--- src/design/campp_pkg.sv ---
// Shared widths, constants and payload types of the camera perspective projection block.
package campp_pkg;

    localparam int PT_W      = 24;
    localparam int TRIG_W    = 16;
    localparam int SCR_W     = 16;
    localparam int FRAC_BITS = 8;
    localparam int ROT_BITS  = 14;

    // Widths of the rotation datapath.
    localparam int DIFF_W = PT_W + 1;
    localparam int PROD_W = DIFF_W + TRIG_W;
    localparam int SUM_W  = PROD_W + 1;
    localparam int HALF_W = SUM_W / 2;
    localparam int PART_W = HALF_W + 1 + TRIG_W;
    localparam int ROT_W  = 60;
    localparam int NUM_W  = ROT_W;

    // Widths of the divider and the projection.
    localparam int QUO_W = SCR_W + 1;
    localparam int REM_W = NUM_W + QUO_W - 1;
    localparam int VAL_W = QUO_W + 2;

    localparam int PROJ_GAIN  = 240;
    localparam int CENTER_X   = 400;
    localparam int CENTER_Y   = 300;
    localparam int NEAR_UNITS = 20;
    localparam int SCR_MAX    = 32767;
    localparam int SCR_MIN    = -32768;

    localparam logic signed [ROT_W-1:0] NEAR_DEPTH =
        ROT_W'(NEAR_UNITS) <<< (FRAC_BITS + 2 * ROT_BITS);
    localparam logic signed [SCR_W-1:0] BEHIND_MARK = SCR_W'(-9999);

    localparam int APB_ADDR_W       = 5;
    localparam int APB_DATA_W       = 32;
    localparam int QUEUE_DEPTH_DEF  = 4;

    typedef enum logic [2:0] {
        REG_CAMERA_X     = 3'd0,
        REG_CAMERA_Y     = 3'd1,
        REG_CAMERA_Z     = 3'd2,
        REG_YAW_COSINE   = 3'd3,
        REG_YAW_SINE     = 3'd4,
        REG_PITCH_COSINE = 3'd5,
        REG_PITCH_SINE   = 3'd6
    } campp_reg_t;

    typedef struct packed {
        logic signed [PT_W-1:0] point_x;
        logic signed [PT_W-1:0] point_y;
        logic signed [PT_W-1:0] point_z;
    } campp_point_t;

    typedef struct packed {
        logic signed [SCR_W-1:0] screen_x;
        logic signed [SCR_W-1:0] screen_y;
        logic                    behind_camera;
    } campp_pixel_t;

    typedef struct packed {
        logic [PT_W-1:0]   camera_x;
        logic [PT_W-1:0]   camera_y;
        logic [PT_W-1:0]   camera_z;
        logic [TRIG_W-1:0] yaw_cosine;
        logic [TRIG_W-1:0] yaw_sine;
        logic [TRIG_W-1:0] pitch_cosine;
        logic [TRIG_W-1:0] pitch_sine;
    } campp_cam_t;

    // A classified point on its way from the front part to the divider.
    typedef struct packed {
        logic             behind;
        logic             neg_x;
        logic             neg_y;
        logic [NUM_W-1:0] num_x;
        logic [NUM_W-1:0] num_y;
        logic [NUM_W-1:0] den;
    } campp_job_t;

    localparam campp_cam_t CAM_RESET = '{
        camera_x:     '0,
        camera_y:     '0,
        camera_z:     '0,
        yaw_cosine:   TRIG_W'(16384),
        yaw_sine:     '0,
        pitch_cosine: TRIG_W'(16384),
        pitch_sine:   '0
    };

endpackage

--- src/design/campp_queue.sv ---
// Short job queue that lets the front part and the divider stall independently.
module campp_queue #(
    parameter int DEPTH = campp_pkg::QUEUE_DEPTH_DEF
) (
    input  logic                  clk,
    input  logic                  rst_n,
    input  logic                  push_valid,
    output logic                  push_ready,
    input  campp_pkg::campp_job_t push_data,
    output logic                  pop_valid,
    input  logic                  pop_ready,
    output campp_pkg::campp_job_t pop_data
);
    import campp_pkg::*;

    localparam int PTR_W = (DEPTH > 1) ? $clog2(DEPTH) : 1;
    localparam int CNT_W = $clog2(DEPTH + 1);

    campp_job_t        mem_reg [DEPTH];
    logic [PTR_W-1:0]  head_reg, head_next, tail_reg, tail_next;
    logic [CNT_W-1:0]  count_reg, count_next;
    logic              push, pop;

    assign push_ready = (count_reg != CNT_W'(DEPTH));
    assign pop_valid  = (count_reg != '0);
    assign pop_data   = mem_reg[head_reg];
    assign push       = push_valid && push_ready;
    assign pop        = pop_valid && pop_ready;

    always_comb
    begin
        head_next  = head_reg;
        tail_next  = tail_reg;
        count_next = count_reg;
        if (push)
        begin
            tail_next = (tail_reg == PTR_W'(DEPTH - 1)) ? '0 : tail_reg + 1'b1;
        end
        if (pop)
        begin
            head_next = (head_reg == PTR_W'(DEPTH - 1)) ? '0 : head_reg + 1'b1;
        end
        if (push && !pop)
        begin
            count_next = count_reg + 1'b1;
        end
        else if (pop && !push)
        begin
            count_next = count_reg - 1'b1;
        end
    end

    always_ff @(posedge clk or negedge rst_n)
    begin
        if (!rst_n)
        begin
            head_reg  <= '0;
            tail_reg  <= '0;
            count_reg <= '0;
        end
        else
        begin
            head_reg  <= head_next;
            tail_reg  <= tail_next;
            count_reg <= count_next;
        end
    end

    always_ff @(posedge clk)
    begin
        if (push)
        begin
            mem_reg[tail_reg] <= push_data;
        end
    end

`ifndef SYNTHESIS
    a_count_up: assert property (@(posedge clk) disable iff (!rst_n)
        (push && !pop) |=> count_reg == $past(count_reg) + 1'b1)
        else $error("queue count did not rise on a lone push");

    a_count_down: assert property (@(posedge clk) disable iff (!rst_n)
        (pop && !push) |=> count_reg == $past(count_reg) - 1'b1)
        else $error("queue count did not fall on a lone pop");

    a_full_not_empty: assert property (@(posedge clk) disable iff (!rst_n)
        !push_ready |-> pop_valid)
        else $error("queue reports full and empty at once");

    a_first_through: assert property (@(posedge clk) disable iff (!rst_n)
        (push && (count_reg == '0)) |=> pop_valid && (pop_data == $past(push_data)))
        else $error("job pushed into an empty queue is not at its head");
`endif

endmodule

--- config.mk ---
export PLATFORM = sky130hd
export DESIGN_NAME = campp_queue
export DESIGN_NICKNAME = d
export VERILOG_FILES = /design/src/design/campp_pkg.sv /design/src/design/campp_queue.sv
export SDC_FILE = /design/constraint.sdc
export NUM_CORES = 1
export LEC_CHECK = 0
export ABC_AREA = 1
export BUFFER_PORTS_ARGS = -buffer_cell sky130_fd_sc_hd__buf_2
export CAP_MARGIN = 10
export CORE_UTILIZATION = 55
export DETAILED_ROUTE_END_ITERATION = 8
export GPL_TIMING_DRIVEN = 0
export PLACE_DENSITY = 0.78
export SYNTH_ARGS = -nofsm -noshare
export SYNTH_HDL_FRONTEND = slang
export SYNTH_SLANG_ARGS = --single-unit
export TNS_END_PERCENT = 1
--- constraint.sdc ---
create_clock -name clk -period 14.98 [get_ports clk]
set_clock_uncertainty 0.1 [all_clocks]
set_input_delay 3.745 -clock clk [delete_from_list [all_inputs] [get_ports clk]]
set_output_delay 3.745 -clock clk [all_outputs]
set_load 0.01 [all_outputs]
==> impl_metrics.ini, run 1 <==
[yosys]
ys_ff_latch = 739
syn_area_sq_um = 30000
ys_types = 19
syn_avg_cell_area_sq_um = 13.7
syn-num-nets = 2389
synthCells = 2195
yosysWarnings = 0
synth_seq_area_share_pct = 73.7

[finish]
mostFrequentLayoutCell = edfxtp_1
final_cell_mix = 732 x edfxtp_1, 564 x nand2_1, 433 x buf_2
drive_above_1_share_pct = 26.6
fin_cells = 3420
largest_register_ff_count = 732
area_growth_pct = 18.5
nets = 2864
finalInstanceArea_sq_um = 35600

[sta]
relSlewSlack_pct = 45.5
drv_slew = 0
max_freq_mhz = 161
fin_crit_ps = 6230
setup_viol = 0
rsz0062_at_grt = false
max_slew.worst_pin.slew_ps = 815
finalHoldViolCount = 0
fin_tns_setup_ps = 0
min_period_over_period_pct = 41.6

[place]
placed_cells = 3290
place.gp.congestion = 0.805
place_area_sq_um = 33400
dp_hpwl_um = 48100
io_buffer_count = 371

[clocking]
cts.sinks = 739
holdBufCountCts = 0
clk_pin_slew_ps = 60
clk_latency_ps = 610
cts-root-buf = clkbuf_16
cts.path.max_buffers = 3
cts_resized = 0
htreeDepth = 3
numCtsBuffers = 74
cts_setup_buffers = 0
cts_tree = yes

[routing]
routed_wl_um = 71600
drc = 0
drt_iter0_markers = 1445
wl_per_cell_um = 20.9
ant_nets = 0
drtPass1Iterations = 5
vias = 18700
avgViaCountPerCell = 5.47

[global_route]
track_usage_pct = 26.0
grt_start_max_net_pins = 30
gr-total-overflow = 0
antenna_found_initial = 17
grt_pass1_wl_um = 109000
grt_pass1_vias = 19200

[min_path]
hold_class = register to register

[worst_setup_path]
cp-start-kind = register
worst-setup-path-type = register to primary output
cp-end-kind = primary output
crit_required_ps = 11140
path_max_fanout = 10
cp_data_arrival_time_ps = 2380

[status]
status = complete, no violations

[power_and_ir_drop]
peakVddDrop_uv = 156
power_density_nw_per_um2 = 205
total_power_mw = 7.29
leakage_nw = 14.3

[floorplanning]
initial_core_util_pct = 55.7
fp.coreArea_sq_um = 53900
ios = 372
rows = 85
die_area_sq_um = 55600
die_y_um = 236
die_width_um = 236

[run]
max-cap-violations = 0
==> final timing paths <==
kind / startpoint / to / slack, ps / depth (start not counted)
min in group asynchronous: rst_n / tail_reg[1] / 2870 / 1
max reg2reg: count_reg[0] / mem_reg[2][28] / 12280 / 6
max in group asynchronous: rst_n / tail_reg[0] / 11750 / 1
max: head_reg[0] / pop_data[133] / 8750 / 7
min reg2reg: count_reg[2] / count_reg[2] / 430 / 2
min: count_reg[2] / count_reg[2] / 430 / 2
==> report_power, final <==
group / switching, mW / total [mW] / leakage [nW] / internal (mW)
combinational: 1.82 / 2.75 / 6.47 / 0.938
clock: 0.729 / 1.73 / 1.08 / 0.997
sequential: 0.101 / 2.81 / 6.79 / 2.71
total: 2.64 / 7.29 / 14.3 / 4.64
==> routing by layer <==
metal	vias up	track usage (%)	wire, um	share of wire (%)
li1	8636	-	-	-
met4	26	9.39	2290	3.2
met2	740	44.4	36200	51
met3	166	6.93	6240	8.7
met5	-	0	161	0.22
met1	9128	31.7	26700	37
==> logic make-up (layout without fill, tap and decap cells) <==
logic type | Yosys count | after routing | synth area share, %
flops | 739 | 739 | 73.7
simple gates | 578 | 578 | 7.26
buf+inv | 503 | 1020 | 7.49
compound gates | 367 | 367 | 11.2
fa+ha+maj | 7 | 7 | 0.316
xor+xnor | 1 | 1 | 0.0292
other cells | 0 | 12 | 0
==> worst max-delay path, cell delays in order, from the launching register on <==
cell and delay [ps]:
dfrtp_1 380, buf_6 130, buf_2 440, buf_2 350
nand2_1 120, o211ai_1 100, nand2_1 100, buf_2 150
==> metrics by stage <==
step                      setup slack, ps  utilization (%)  hold WS, ps
final                                8750             66.0          428
after global routing                 8630             66.0          453
after CTS                            8710             66.0          448
after detailed placement             9100             61.9          433
after global placement              -3690             60.8          401
after floorplan                      2650                -          382
==> layout make-up <==
type / instances / area [sq um]
Sequential cell: 739 / 22200
Fill cell: 3690 / 18300
Multi-Input combinational cell: 953 / 5670
Timing Repair Buffer: 399 / 2420
Clock buffer: 90 / 1980
Inverter: 380 / 1430
Tap cell: 696 / 871
Buffer: 123 / 825
Clock inverter: 28 / 231
Antenna cell: 12 / 30.0
==> Yosys cell counts <==
library cell | instances | area (sq um)
buf_2 | 62 | 310
buf_4 | 6 | 45.0
buf_6 | 34 | 383
clkbuf_1 | 19 | 71.3
clkbuf_4 | 2 | 15.0
dfrtp_1 | 7 | 175
edfxtp_1 | 732 | 22000
fa_1 | 1 | 20.0
ha_1 | 6 | 75.1
inv_1 | 376 | 1410
inv_2 | 4 | 15.0
nand2_1 | 564 | 2120
nand3_1 | 7 | 35.0
nand4_1 | 1 | 6.26
nor2_1 | 6 | 22.5
o211ai_1 | 246 | 1850
o211ai_2 | 120 | 1500
o21ai_1 | 1 | 5.00
xnor2_1 | 1 | 8.76
(Power assumes the default switching activity.)
==> inputs of run 2 (changes only) <==
- ABC_AREA: 1 -> 0
- CORE_UTILIZATION: 55 -> 51
- PLACE_DENSITY: 0.78 -> 0.77
- clock period: 14.98 -> 5.33 ns (I/O delays scaled with it)
==> run 2 against run 1 <==
Design area shrank 9.3%. Wire length is 26% lower. Non-clock buffer count decreased by 95.
==> impl_metrics.ini, run 2 <==
[status]
status = complete, no violations

[power_and_ir_drop]
peakVddDrop_uv = 396
total_power_mw = 18.4
power_density_nw_per_um2 = 568
leakage_nw = 11.0

[worst_setup_path]
cp_cell_sequence = clkbuf_1 -> buf_2 -> mux4_2 -> buf_2
r2r_slack_ps = 2440
cpPeakStageDelay_ps = 560
cp_data_arrival_time_ps = 2690
ff2ff_path_depth = 5
slowest_stage = clkbuf_1
crit_required_ps = 3900
cp-end-kind = primary output
timing.rr.end = mem_reg[0][67]
reg2reg_from = count_reg[0]
worst-setup-path-type = register to primary output
path_max_fanout = 10
cp-start-kind = register
cp_common_cell = buf_2

[yosys]
syn_avg_cell_area_sq_um = 27.0
ys_top_cells_by_count = 732 x edfxtp_1, 183 x mux4_2, 18 x buf_2, 18 x buf_6, 7 x dfrtp_1
ys_types = 19
synth_ff_type = edfxtp_1
syn-num-nets = 1187
syn_area_sq_um = 26800
synthCells = 993
yosysWarnings = 0
synth-edff-count = 732
synth_area_leader_cell = edfxtp_1
synth_seq_area_share_pct = 82.5
synth_area_leaders = edfxtp_1 82%, mux4_2 15%, buf_6 0.75%
ys_ff_latch = 739
yosysMostFrequentCell = edfxtp_1
async_flop_share_pct = 0.947
synth_top_area_share_pct = 81.9

[finish]
largest_register_ff_count = 732
fin_cells = 2189
area_growth_pct = 20.3
nets = 1648
drive_above_1_share_pct = 47.7
final_cell_mix = 732 x edfxtp_1, 389 x buf_2, 183 x mux4_2
nFillCells = 3359
mostFrequentLayoutCell = edfxtp_1

[floorplanning]
die_area_sq_um = 53600
die_width_um = 231
fp.coreArea_sq_um = 51600
ios = 372
initial_core_util_pct = 52.0
rows = 83
die_y_um = 231

[sta]
setup_viol = 0
finalHoldViolCount = 0
max_freq_mhz = 243
relSlewSlack_pct = 53.9
drv_slew = 0
rsz0062_at_grt = false
min_period_over_period_pct = 77.4
max_slew.worst_pin.slew_ps = 691
fin_crit_ps = 4120

[global_route]
track_usage_pct = 20.2
grt_start_max_net_pins = 54
gr-total-overflow = 0
antenna_found_initial = 14
grt_pass1_vias = 13000
grt_pass1_wl_um = 79500

[clocking]
numCtsBuffers = 73
cts.path.max_buffers = 3
htreeDepth = 3
cts_setup_buffers = 0
clk_pin_slew_ps = 60
cts-root-buf = clkbuf_16
clk_latency_ps = 600
cts.sinks = 739
cts_resized = 0
cts_tree = yes
holdBufCountCts = 0

[routing]
avgViaCountPerCell = 5.53
drc = 0
ant_nets = 0
vias = 12100
routed_wl_um = 52700
wl_per_cell_um = 24.1
drtPass1Iterations = 5
drt_iter0_markers = 931

[place]
place.gp.congestion = 0.743
dp_hpwl_um = 33600
placed_cells = 2059
io_buffer_count = 371

[min_path]
hp-start = count_reg[2]
whs_endpoint = count_reg[2]
whs_path_depth = 1
hold_class = register to register

[run]
max-cap-violations = 0
[run 2: critical path: cells and delay by family (launching register included)]
| kind | cells | cell delay [ps] |
|---|---|---|
| DFF | 1 | 500 |
| buffers and inverters | 3 | 1210 |
| muxes | 1 | 390 |
[run 2: power breakdown]
group	switching (mW)	internal, mW	total, mW	leakage [nW]
Clock	2.06	2.86	4.93	1.12
Sequential	0.251	7.65	7.90	6.79
Combinational	3.00	2.52	5.52	3.11
[run 2: through the flow]
stage / instance area (sq um) / util (%) / worst slack (ps) / setup TNS (ps) / hold WS [ps]
after global routing: 32300 / 62.5 / 1030 / 0 / 429
final: 32300 / 62.6 / 1210 / 0 / 411
after detailed placement: 30000 / 58.1 / 1490 / 0 / 399
after CTS: 32300 / 62.5 / 1080 / 0 / 410
after floorplan: 26800 / - / -1240 / -679360 / 375
after global placement: 29600 / 57.3 / -4860 / -2842210 / 396
[run 2: cell type report]
cell class | instances | area, sq um | share of cell area [%]
clock buffers | 85 | 1910 | 5.93
repair buffers | 386 | 2270 | 7.03
clock inverters | 38 | 382 | 1.18
diodes | 7 | 17.5 | 0.0542
flip-flops and latches | 739 | 22200 | 68.6
multi-input cells | 210 | 4370 | 13.5
plain buffers | 41 | 319 | 0.988
inverters | 3 | 11.3 | 0.0349
well taps | 680 | 851 | 2.63
[run 2: cell families (layout without fill, tap and decap cells)]
kind of cell,after synthesis,count (layout),synth area share (%)
DFF,739,739,82.5
muxes,188,188,15.6
buffers and inverters,44,553,1.23
and+or+nand+nor,11,11,0.200
adders and majority gates,7,7,0.354
xor gates and xnor gates,3,3,0.0979
AOI/OAI and AO/OA,1,1,0.0280
other,0,7,0
[run 2: worst max path at each step]
stage | startpoint | end | cells past startpoint
after floorplan | push_valid | mem_reg[0][0] | 2
after global placement | push_valid | mem_reg[0][94] | 3
after detailed placement | push_valid | mem_reg[0][72] | 5
after CTS | head_reg[1] | pop_data[35] | 4
after global routing | head_reg[1] | pop_data[36] | 4
final | head_reg[1] | pop_data[35] | 4
[run 2: per-layer routing]
metal	vias to the layer above	global-route usage (%)	wire length, um
li1	5254	-	-
met1	6351	26.1	20400
met2	404	32.7	26700
met3	85	6.09	4510
met4	16	6.83	1050
met5	-	0	98
